### src/rtl/epw_pkg.sv
package epw_pkg;

  localparam int TABLE_ROWS = 8;
  localparam int EPW_BAND_ENTRIES = 8;

  localparam int EARFCN_W = 16;
  localparam int IDX_W = 3;
  localparam int FREQ_W = 12;
  localparam int INT_W = 10;
  localparam int FRAC_W = 23;
  localparam int REF_W = 7;

  // offset from band start, at most 999
  localparam int DIFF_W = 10;
  // 4 * freq, at most 4 * 2619
  localparam int VCO_W = 14;
  // 2 * rem * scale + ref
  localparam int NUM_W = 31;
  // partial remainder against 2 * ref
  localparam int FREM_W = 8;

  localparam logic [FRAC_W-1:0] FRAC_SCALE = 23'd8388593;
  localparam logic [FRAC_W-1:0] FRAC_MAX_CODE = 23'd8388592;
  localparam logic [INT_W-1:0] INT_MAX_CODE = 10'd1023;

  localparam logic [REF_W-1:0] REF_MIN = 7'd10;
  localparam logic [REF_W-1:0] REF_MAX = 7'd100;
  localparam logic [REF_W-1:0] REF_RESET = 7'd40;

  // x / 10 == (x * 205) >> 11 for x below 1029
  localparam logic [7:0] DIV10_MUL = 8'd205;
  localparam int DIV10_SHIFT = 11;

  localparam logic [FREQ_W-1:0] BAND_FLOW [TABLE_ROWS] = '{
    12'd1900, 12'd2010, 12'd1850, 12'd1930, 12'd1910, 12'd2570, 12'd1880, 12'd2300
  };
  localparam logic [EARFCN_W-1:0] BAND_FIRST [TABLE_ROWS] = '{
    16'd36000, 16'd36200, 16'd36350, 16'd36950,
    16'd37550, 16'd37750, 16'd38250, 16'd38650
  };
  localparam logic [EARFCN_W-1:0] BAND_LAST [TABLE_ROWS] = '{
    16'd36199, 16'd36349, 16'd36949, 16'd37549,
    16'd37749, 16'd38249, 16'd38649, 16'd39649
  };

  // division steps done per pipeline stage
  localparam int STEPS_PER_STAGE = 4;
  localparam int IDIV_STAGES = (VCO_W + STEPS_PER_STAGE - 1) / STEPS_PER_STAGE;
  localparam int FDIV_STAGES = (FRAC_W + STEPS_PER_STAGE - 1) / STEPS_PER_STAGE;

  localparam int ST_LOOK = 0;
  localparam int ST_FREQ = 1;
  localparam int ST_IDIV0 = 2;
  localparam int ST_FPREP = ST_IDIV0 + IDIV_STAGES;
  localparam int ST_FDIV0 = ST_FPREP + 1;
  localparam int PIPE_STAGES = ST_FDIV0 + FDIV_STAGES;

  typedef struct packed {
    logic                  hit;
    logic [IDX_W-1:0]      idx;
    logic [FREQ_W-1:0]     fbase;
    logic [DIFF_W-1:0]     diff;
    logic [FREQ_W-1:0]     freq;
    logic [VCO_W-1:0]      inum;
    logic [REF_W-1:0]      irem;
    logic [VCO_W-1:0]      quo;
    logic [FRAC_W-1:0]     fnum;
    logic [FREM_W-1:0]     frem;
    logic [FRAC_W-1:0]     fq;
  } item_t;

  // one restoring step of 4*freq / ref
  function automatic item_t idiv_step(item_t x, logic [REF_W-1:0] r);
    item_t y;
    logic [REF_W:0] t;
    y = x;
    t = {x.irem, x.inum[VCO_W-1]};
    y.inum = {x.inum[VCO_W-2:0], 1'b0};
    if (t >= {1'b0, r}) begin
      y.irem = REF_W'(t - {1'b0, r});
      y.quo = {x.quo[VCO_W-2:0], 1'b1};
    end else begin
      y.irem = t[REF_W-1:0];
      y.quo = {x.quo[VCO_W-2:0], 1'b0};
    end
    return y;
  endfunction

  // one restoring step of the fraction numerator / (2 * ref)
  function automatic item_t fdiv_step(item_t x, logic [REF_W-1:0] r);
    item_t y;
    logic [FREM_W:0] t;
    logic [FREM_W:0] d;
    y = x;
    t = {x.frem, x.fnum[FRAC_W-1]};
    d = {1'b0, r, 1'b0};
    y.fnum = {x.fnum[FRAC_W-2:0], 1'b0};
    if (t >= d) begin
      y.frem = FREM_W'(t - d);
      y.fq = {x.fq[FRAC_W-2:0], 1'b1};
    end else begin
      y.frem = t[FREM_W-1:0];
      y.fq = {x.fq[FRAC_W-2:0], 1'b0};
    end
    return y;
  endfunction

endpackage

### src/rtl/earfcn_to_pll_word_top.sv
// EARFCN to fractional-N PLL word converter.
// Input channel: earfcn with in_valid / in_stall; a transfer happens on a clock
// edge with in_valid high and in_stall low. Output channel: found, band_index,
// freq_mhz, pll_int, pll_frac with out_valid / out_stall, same rule.
// Each input transfer yields exactly one result. Channel numbers outside the
// TDD band table give found = 0 and all other fields 0.
// Throughput: one item per cycle while the receiver does not stall; the
// depth is set by the two restoring dividers (four quotient bits per stage),
// one for the integer word and one for the fraction.
// ref_clock_mhz is written when ref_clock_mhz_we is high, clamped to
// 10..100 on the write; write it only while the pipeline is empty.
// Reset (rst, synchronous) empties the pipeline and sets the reference clock
// to 40 MHz. When the receiver stalls, the output register holds its result;
// upstream stages keep filling bubbles and in_stall rises only once every
// stage holds an item.
module earfcn_to_pll_word_top #(
  parameter int BAND_ENTRIES = epw_pkg::EPW_BAND_ENTRIES
) (
  input  logic                            clk,
  input  logic                            rst,
  input  logic                            ref_clock_mhz_we,
  input  logic [epw_pkg::REF_W-1:0]       ref_clock_mhz,
  input  logic                            in_valid,
  output logic                            in_stall,
  input  logic [epw_pkg::EARFCN_W-1:0]    earfcn,
  output logic                            out_valid,
  input  logic                            out_stall,
  output logic                            found,
  output logic [epw_pkg::IDX_W-1:0]       band_index,
  output logic [epw_pkg::FREQ_W-1:0]      freq_mhz,
  output logic [epw_pkg::INT_W-1:0]       pll_int,
  output logic [epw_pkg::FRAC_W-1:0]      pll_frac
);
  import epw_pkg::*;

  localparam int SCAN_ROWS = (BAND_ENTRIES < TABLE_ROWS) ? BAND_ENTRIES : TABLE_ROWS;

  logic [REF_W-1:0] rclk;

  item_t pipe [PIPE_STAGES];
  item_t nxt [PIPE_STAGES];
  logic [PIPE_STAGES-1:0] vld;
  logic [PIPE_STAGES:0] rdy;

  always_ff @(posedge clk) begin
    if (rst) begin
      rclk <= REF_RESET;
    end else if (ref_clock_mhz_we) begin
      if (ref_clock_mhz < REF_MIN) begin
        rclk <= REF_MIN;
      end else if (ref_clock_mhz > REF_MAX) begin
        rclk <= REF_MAX;
      end else begin
        rclk <= ref_clock_mhz;
      end
    end
  end

  // a stage takes a new item when empty or when its item moves on
  always_comb begin
    rdy[PIPE_STAGES] = !out_valid || !out_stall;
    for (int k = PIPE_STAGES - 1; k >= 0; k--) begin
      rdy[k] = !vld[k] || rdy[k+1];
    end
  end
  assign in_stall = !rdy[0];

  for (genvar k = 0; k < PIPE_STAGES; k++) begin : g_stage
    if (k == ST_LOOK) begin : g_look
      always_comb begin
        item_t y;
        y = '0;
        // scan downward so the first matching row wins
        for (int i = SCAN_ROWS - 1; i >= 0; i--) begin
          if (earfcn >= BAND_FIRST[i] && earfcn <= BAND_LAST[i]) begin
            y.hit = 1'b1;
            y.idx = IDX_W'(i);
            y.fbase = BAND_FLOW[i];
            y.diff = DIFF_W'(earfcn - BAND_FIRST[i]);
          end
        end
        nxt[k] = y;
      end

      always_ff @(posedge clk) begin
        if (rst) begin
          vld[k] <= 1'b0;
        end else if (rdy[k]) begin
          vld[k] <= in_valid;
        end
      end
    end else begin : g_work
      always_comb begin
        item_t y;
        logic [DIFF_W+7:0] prod10;
        logic [29:0] prodf;
        logic [NUM_W-1:0] num;
        y = pipe[k-1];
        prod10 = '0;
        prodf = '0;
        num = '0;
        if (k == ST_FREQ) begin
          prod10 = 18'(y.diff) * 18'(DIV10_MUL);
          y.freq = y.fbase + FREQ_W'(prod10[DIV10_SHIFT +: 7]);
          y.inum = {y.freq, 2'b00};
          y.irem = '0;
          y.quo = '0;
        end else if (k < ST_FPREP) begin
          for (int j = 0; j < STEPS_PER_STAGE; j++) begin
            if ((k - ST_IDIV0) * STEPS_PER_STAGE + j < VCO_W) begin
              y = idiv_step(y, rclk);
            end
          end
        end else if (k == ST_FPREP) begin
          prodf = 30'(y.irem) * 30'(FRAC_SCALE);
          num = {prodf, 1'b0} + NUM_W'(rclk);
          y.frem = num[NUM_W-1 -: FREM_W];
          y.fnum = num[FRAC_W-1:0];
          y.fq = '0;
        end else begin
          for (int j = 0; j < STEPS_PER_STAGE; j++) begin
            if ((k - ST_FDIV0) * STEPS_PER_STAGE + j < FRAC_W) begin
              y = fdiv_step(y, rclk);
            end
          end
        end
        nxt[k] = y;
      end

      always_ff @(posedge clk) begin
        if (rst) begin
          vld[k] <= 1'b0;
        end else if (rdy[k]) begin
          vld[k] <= vld[k-1];
        end
      end
    end

    always_ff @(posedge clk) begin
      if (rdy[k]) begin
        pipe[k] <= nxt[k];
      end
    end
  end

  always_ff @(posedge clk) begin
    if (rst) begin
      out_valid <= 1'b0;
    end else if (rdy[PIPE_STAGES]) begin
      out_valid <= vld[PIPE_STAGES-1];
    end
  end

  always_ff @(posedge clk) begin
    if (rdy[PIPE_STAGES]) begin
      found <= pipe[PIPE_STAGES-1].hit;
      if (pipe[PIPE_STAGES-1].hit) begin
        band_index <= pipe[PIPE_STAGES-1].idx;
        freq_mhz <= pipe[PIPE_STAGES-1].freq;
        // integer word saturates, only reachable in the highest band
        if (pipe[PIPE_STAGES-1].quo[VCO_W-1:INT_W] != '0) begin
          pll_int <= INT_MAX_CODE;
          pll_frac <= FRAC_MAX_CODE;
        end else begin
          pll_int <= pipe[PIPE_STAGES-1].quo[INT_W-1:0];
          pll_frac <= pipe[PIPE_STAGES-1].fq;
        end
      end else begin
        band_index <= '0;
        freq_mhz <= '0;
        pll_int <= '0;
        pll_frac <= '0;
      end
    end
  end

endmodule
### config.mk
export PLATFORM = sky130hd
export DESIGN_NAME = earfcn_to_pll_word_top
export DESIGN_NICKNAME = d
export VERILOG_FILES = /design/src/rtl/epw_pkg.sv /design/src/rtl/earfcn_to_pll_word_top.sv
export SDC_FILE = /design/constraint.sdc
export NUM_CORES = 1
export LEC_CHECK = 0
export CAP_MARGIN = 20
export CELL_PAD_IN_SITES_DETAIL_PLACEMENT = 1
export CELL_PAD_IN_SITES_GLOBAL_PLACEMENT = 2
export CORE_MARGIN = 5
export CORE_UTILIZATION = 46
export CTS_BUF_LIST = sky130_fd_sc_hd__clkbuf_2
export CTS_CLUSTER_SIZE = 12
export DETAILED_ROUTE_END_ITERATION = 12
export DONT_BUFFER_PORTS = 1
export PLACE_DENSITY_LB_ADDON = 0.1
export SLEW_MARGIN = 40
export SYNTH_ARGS = -nofsm -noshare
export SYNTH_HDL_FRONTEND = slang
export SYNTH_SLANG_ARGS = --single-unit
### constraint.sdc
create_clock -name clk -period 11.6 [get_ports clk]
set_input_delay 1.74 -clock clk [delete_from_list [all_inputs] [get_ports clk]]
set_output_delay 1.74 -clock clk [all_outputs]
set_load 0.005 [all_outputs]
==> run summary, run 1 <==
status = finished, final reports clean
Final Max Slew Viols = 0
Yosys reg bits = 659
H-tree depth = 4
Die X = 303 um
DR iter-0 viols = 1,522
first-pass GRT wire length = 163 mm
share of the synthesized area in the top cell type = 48.6%
Post CTS Setup Buffer Count = 0
post-synthesis mux area share = 2.97%
setup TNS = 0 ps
area growth from synthesis to layout = 8.24%
antenna-violating nets left = 0
RD Place Congestion = 0.889
CTS tree = built
GR Overflow Total = 0
Post-Syn Instances = 3,330
Period minus WS final = 9970 ps
RSZ-0062 raised after global routing = false
crit-path max cell delay = 590 ps
CTS-repair resized insts = 0
XOR/XNOR Fraction of Synth Area = 4.34%
Layout Skew = 88.3 ps
Synth Area in Simple Gates = 10.8%
Rows = 107
most frequent CP cell = o21ai_0
worst-margin pin slew = 912 ps
pin count of the biggest net entering global routing = 56
Post-Route WL = 102 mm
vias in the first global route = 28,900
Post-Synth Adder-Cell Area = 15.5%
Initial Utilization = 46.3%
Synth async-reset ratio = 0%
Setup Viol. Count Final = 0
Clock transition at path regs = 100 ps
die height = 303 um
DP HPWL = 77.0 mm
number of buffers created by CTS = 168
DRC = 0
drt wl/cell = 21.5 um
Clock Tree Root = clkbuf_2
WP data arrival = 11,230 ps
clock insertion delay at the later pin of the skew report = 1390 ps
DRT Pass-1 Iters = 5
syn avg cell area = 11.8 um2
Final Hold Viols = 0
fmax = 100 MHz
Syn Std Cell Area = 39,400 um2
CP required = 12,860 ps
antenna violations before repair = 7
max cap viols = 0
clock sinks = 659
yosys warns = 0
Die Area = 91,600 um2
fraction of layout cells with a size suffix above 1 = 12.4%
Post-synth EDFFs = 638
PortBufs = 0
via count = 26,800
fillers = 9,142
Layout Nets = 3,937
core area = 85,100 um2
Worst path slowest cell = a2111oi_0
largest buffer count on any clock path = 3
largest family of logic cells by synthesized area = adder cells
Final period util = 86.0%
Max-Slew Margin vs Limit = 39.2%
hold_buf cts = 0
Critical Path Start Type = flop
# IOs = 79
Top FF cell, synth = edfxtp_1
Hold Crit Class = flop to flop
compound-gate portion of the synthesized area = 13.1%
peak fanout along the critical path = 20
post-synthesis cell type with the largest combined area = edfxtp_1
Area contributors post-synth = edfxtp_1, ha_1, fa_1, xnor2_1, inv_1
net count after synthesis = 3,800
Setup CP Type = flop to flop
Worst setup EP type = flop
drt via density = 5.65
Global Route Usage Sum = 22.6%
sequential-to-total area share from yosys stat = 49.7%
count of different cell masters after synthesis = 101
## cells in the final DEF, fill, tap and decap left out, drive strengths merged, types with 35 or more instances in the layout
cell type,n
clkbuf,238
edfxtp,638
xnor2,130
and2,45
xor2,65
nand3,40
nand4,41
a221o,38
nand2,145
nor3,61
inv,295
o21a,107
fa,77
clkinv,51
mux2i,45
nand2b,35
a21o,68
nor2,204
ha,365
o21ai,175
buf,43
nor2b,72
mux2,63
a21oi,163
## kinds of logic (layout without fill, tap and decap cells)
kind of cell / Yosys count / in the layout
simple gates: 803 / 803
compound gates: 759 / 759
flops: 659 / 659
fa+ha+maj: 442 / 442
buf+inv: 364 / 634
xor+xnor: 195 / 195
mux: 108 / 108
other cells: 0 / 5
## synthesized netlist by cell type, drive strengths merged (17+ instances only)
cell and number:
a211oi 24, a21o 68, a21oi 163, a221o 38, and2 45, and3 26
buf 26, clkbuf 50, dfxtp 21, edfxtp 638, fa 77, ha 365
inv 285, mux2 63, mux2i 45, nand2 145, nand2b 35, nand3 40
nand4 41, nor2 204, nor2b 72, nor3 61, nor4 24, o21a 107
o21ai 175, o31ai 17, or3 21, xnor2 130, xor2 65
## critical path: cells and delay by family, from the launching register on
kind / cells / cell delay [ps]
flops: 1 / 350
mux: 1 / 260
compound gates: 18 / 4330
simple gates: 11 / 2560
buf+inv: 4 / 850
fa+ha+maj: 4 / 1520
## through the flow
step | util [%] | setup WS, ps | instances | hold WS (ps) | area (um2)
floorplan | - | 898 | 3330 | 400 | 39400
global placement | 47.9 | 1590 | 4439 | 400 | 40800
detailed placement | 48.0 | 1510 | 4440 | 406 | 40900
CTS | 50.0 | 1500 | 4743 | 159 | 42600
global route | 50.1 | 935 | 4749 | 167 | 42600
finish | 50.1 | 1630 | 4749 | 384 | 42600
## flip-flops by register name (all words and copies together) (netlist names)
signal      flops
band_index      3
out_valid       1
vld            13
rclk            7
found           1
pll_int        10
pipe          589
freq_mhz       12
pll_frac       23
## path summary, 6_finish.rpt
kind	start	endpoint	slack, ps	cells past startpoint
worst max-delay path	rclk[1]$_SDFFE_PP0P_	pipe[1][157]$_DFFE_PP_	1630	38
worst max register to register	rclk[1]$_SDFFE_PP0P_	pipe[1][157]$_DFFE_PP_	1630	38
worst min-delay path	pipe[0][633]$_DFFE_PP_	pipe[0][760]$_DFFE_PP_	380	0
worst min register to register	pipe[0][633]$_DFFE_PP_	pipe[0][760]$_DFFE_PP_	380	0
## area by class of cell
cell class / count / area [um2] / share of cell area (%)
antenna: 5 / 12.5 / 0.0293
inverter: 288 / 1090 / 2.55
clock inverter: 65 / 515 / 1.21
clock buffer: 238 / 1190 / 2.79
timing repair buffer: 43 / 335 / 0.786
tap: 1144 / 1430 / 3.36
multi-input combinational: 2307 / 18500 / 43.4
sequential: 659 / 19600 / 45.9
## metal layers
layer  share of wire, %  up-vias  track usage, %
li1                   -    12800               -
met1                 46    13300            30.6
met2                 47      594            36.5
met3                4.6      171            4.46
met4                2.9        0            8.14
met5                  0        -               0
Power of run 1 is left out: the tool's default activity adds up to more than one toggle a clock period on the data nets, which glitch-free logic cannot reach.
==> run 2, diff against run 1 <==
==> constraint.sdc (replaced) <==
create_clock -name clk -period 11.6 [get_ports clk]
set_input_delay 1.16 -clock clk [delete_from_list [all_inputs] [get_ports clk]]
set_output_delay 1.16 -clock clk [all_outputs]
set_load 0.005 [all_outputs]
==> run 2 against run 1 <==
Worst setup slack got worse by 7.9 ps. Via count rose by 0.53%. Register-to-register slack is essentially flat. Critical path depth stayed put. Core utilization rose by 0.26 points. Clock skew shrank 2.6 ps. Non-clock buffer count up 23. Critical endpoint unchanged. Sequential share of layout area down 0.24 points.
==> run summary, run 2 (synthesis results as in run 1) <==
status = finished, final reports clean (unchanged)
most frequent CP cell = o21ai_0 (unchanged)
Layout Nets = 3,960 (was 3,937)
Hold WS = 237 ps (was 384 ps)
H-tree depth = 4 (unchanged)
setup TNS = 0 ps (unchanged)
clock sinks = 659 (unchanged)
Worst setup EP type = flop (unchanged)
Setup CP Type = flop to flop (unchanged)
fillers = 9,136 (was 9,142)
fmax = 100 MHz (about the same)
first-pass GRT wire length = 164 mm (was 163 mm)
max reg flops = 589 (unchanged)
core area = 85,100 um2 (unchanged)
Post CTS Setup Buffer Count = 0 (unchanged)
CTS-repair resized insts = 0 (unchanged)
sequential cell area = 19,600 um2 (unchanged)
most common cell after layout, fill and taps aside = edfxtp_1 (unchanged)
crit-path max cell delay = 590 ps (about the same)
Clock Tree Root = clkbuf_2 (unchanged)
# IOs = 79 (unchanged)
GR Overflow Total = 0 (unchanged)
fraction of layout cells with a size suffix above 1 = 12.3% (was 12.4%)
die height = 303 um (unchanged)
DRT Pass-1 Iters = 5 (unchanged)
Biggest register = pipe (unchanged)
vias in the first global route = 29,000 (was 28,900)
M1 wire length = 47.3 mm (was 46.9 mm)
worst-margin pin slew = 909 ps (was 912 ps)
Final period util = 86.0% (about the same)
Post-Route WL = 103 mm (was 102 mm)
Critical Path Start Type = flop (unchanged)
drt via density = 5.65 (about the same)
Max-Slew Margin vs Limit = 39.4% (was 39.2%)
WL met2 = 48.0 mm (was 47.5 mm)
CP required = 12,860 ps (about the same)
Largest regs = pipe (589), pll_frac (23), vld (13) (unchanged)
DR iter-0 viols = 1,623 (was 1,522)
antenna violations before repair = 7 (unchanged)
Initial Utilization = 46.3% (unchanged)
number of buffers created by CTS = 168 (unchanged)
Global Route Usage Sum = 22.7% (was 22.6%)
Setup Viol. Count Final = 0 (unchanged)
DR top layer = met4 (unchanged)
max cap viols = 0 (unchanged)
DP HPWL = 77.0 mm (unchanged)
Final Max Slew Viols = 0 (unchanged)
antenna-violating nets left = 0 (unchanged)
area growth from synthesis to layout = 8.81% (was 8.24%)
peak fanout along the critical path = 20 (unchanged)
Die Area = 91,600 um2 (unchanged)
RD Place Congestion = 0.889 (unchanged)
via count = 27,000 (was 26,800)
drt wl/cell = 21.5 um (about the same)
pin count of the biggest net entering global routing = 56 (unchanged)
Worst path slowest cell = a2111oi_0 (unchanged)
most frequent cells in the layout = edfxtp_1, ha_1, inv_1 (unchanged)
met3 wire len = 4.51 mm (was 4.69 mm)
Hold Crit Class = input pin to flop (was flop to flop)
WP data arrival = 11,230 ps (about the same)
largest buffer count on any clock path = 3 (unchanged)
Rows = 107 (unchanged)
DRC = 0 (unchanged)
CTS tree = built (unchanged)
Multi-input gate area = 18,500 um2 (unchanged)
Die X = 303 um (unchanged)
Layout Skew = 85.7 ps (was 88.3 ps)
PortBufs = 0 (unchanged)
Final Hold Viols = 0 (unchanged)
clock insertion delay at the later pin of the skew report = 1390 ps (about the same)
Period minus WS final = 9980 ps (was 9970 ps)
RSZ-0062 raised after global routing = false (unchanged)
Clock transition at path regs = 110 ps (was 100 ps)
[run 2: cell types whose count changed in the layout (fill, tap and decap cells not counted)]
cell / previous run / this run
dlygate4sd3_1: 0 / 22
buf_2: 0 / 1
[run 2: routing by layer]
| metal | GRT usage (%) | vias up |
|---|---|---|
| met5 | 0 | - |
| met4 | 7.97 | 0 |
| met3 | 4.24 | 170 |
| met2 | 36.9 | 616 |
| met1 | 30.9 | 13400 |
| li1 | - | 12800 |
[run 2: worst max-delay path, delay by kind of cell, from the launching register on]
| kind | cells | cell delay [ps] |
|---|---|---|
| buf+inv | 4 | 860 |
| fa+ha+maj | 4 | 1520 |
| compound gates | 18 | 4310 |
| simple gates | 11 | 2570 |
| flops | 1 | 350 |
| mux | 1 | 260 |
[run 2: area by class of cell]
| cell class | count | area share (%) |
|---|---|---|
| well taps | 1144 | 3.34 |
| clock inverters | 65 | 1.20 |
| clock buffers | 238 | 2.78 |
| diodes | 5 | 0.0292 |
| repair buffers | 66 | 1.31 |
| multi-input cells | 2307 | 43.1 |
| flip-flops and latches | 659 | 45.7 |
| inverters | 288 | 2.53 |
[run 2: stage by stage]
stage / cell area, um2 / utilization [%] / instances / setup slack, ps
2_1_floorplan: 39400 / - / 3330 / 898
3_3_place_gp: 40800 / 47.9 / 4439 / 1590
3_5_place_dp: 40900 / 48.0 / 4440 / 1510
4_1_cts: 42800 / 50.3 / 4766 / 1500
5_1_grt: 42900 / 50.3 / 4772 / 935
6_report: 42900 / 50.3 / 4772 / 1620
[run 2: repair_timing]
item                       CTS  global route
hold endpoints to repair    31             0
hold buffers                23             0
setup endpoints to repair    0             0
[run 2: worst paths after layout]
path / start / endpoint / slack (ps) / cells after the start
worst max-delay path: rclk[1]$_SDFFE_PP0P_ / pipe[1][157]$_DFFE_PP_ / 1620 / 38
worst max register to register: rclk[1]$_SDFFE_PP0P_ / pipe[1][157]$_DFFE_PP_ / 1620 / 38
worst min register to register: pipe[0][633]$_DFFE_PP_ / pipe[0][760]$_DFFE_PP_ / 380 / 0
worst min-delay path: rst / vld[7]$_SDFFE_PP0P_ / 240 / 2
Power of run 2 is left out for the same reason.
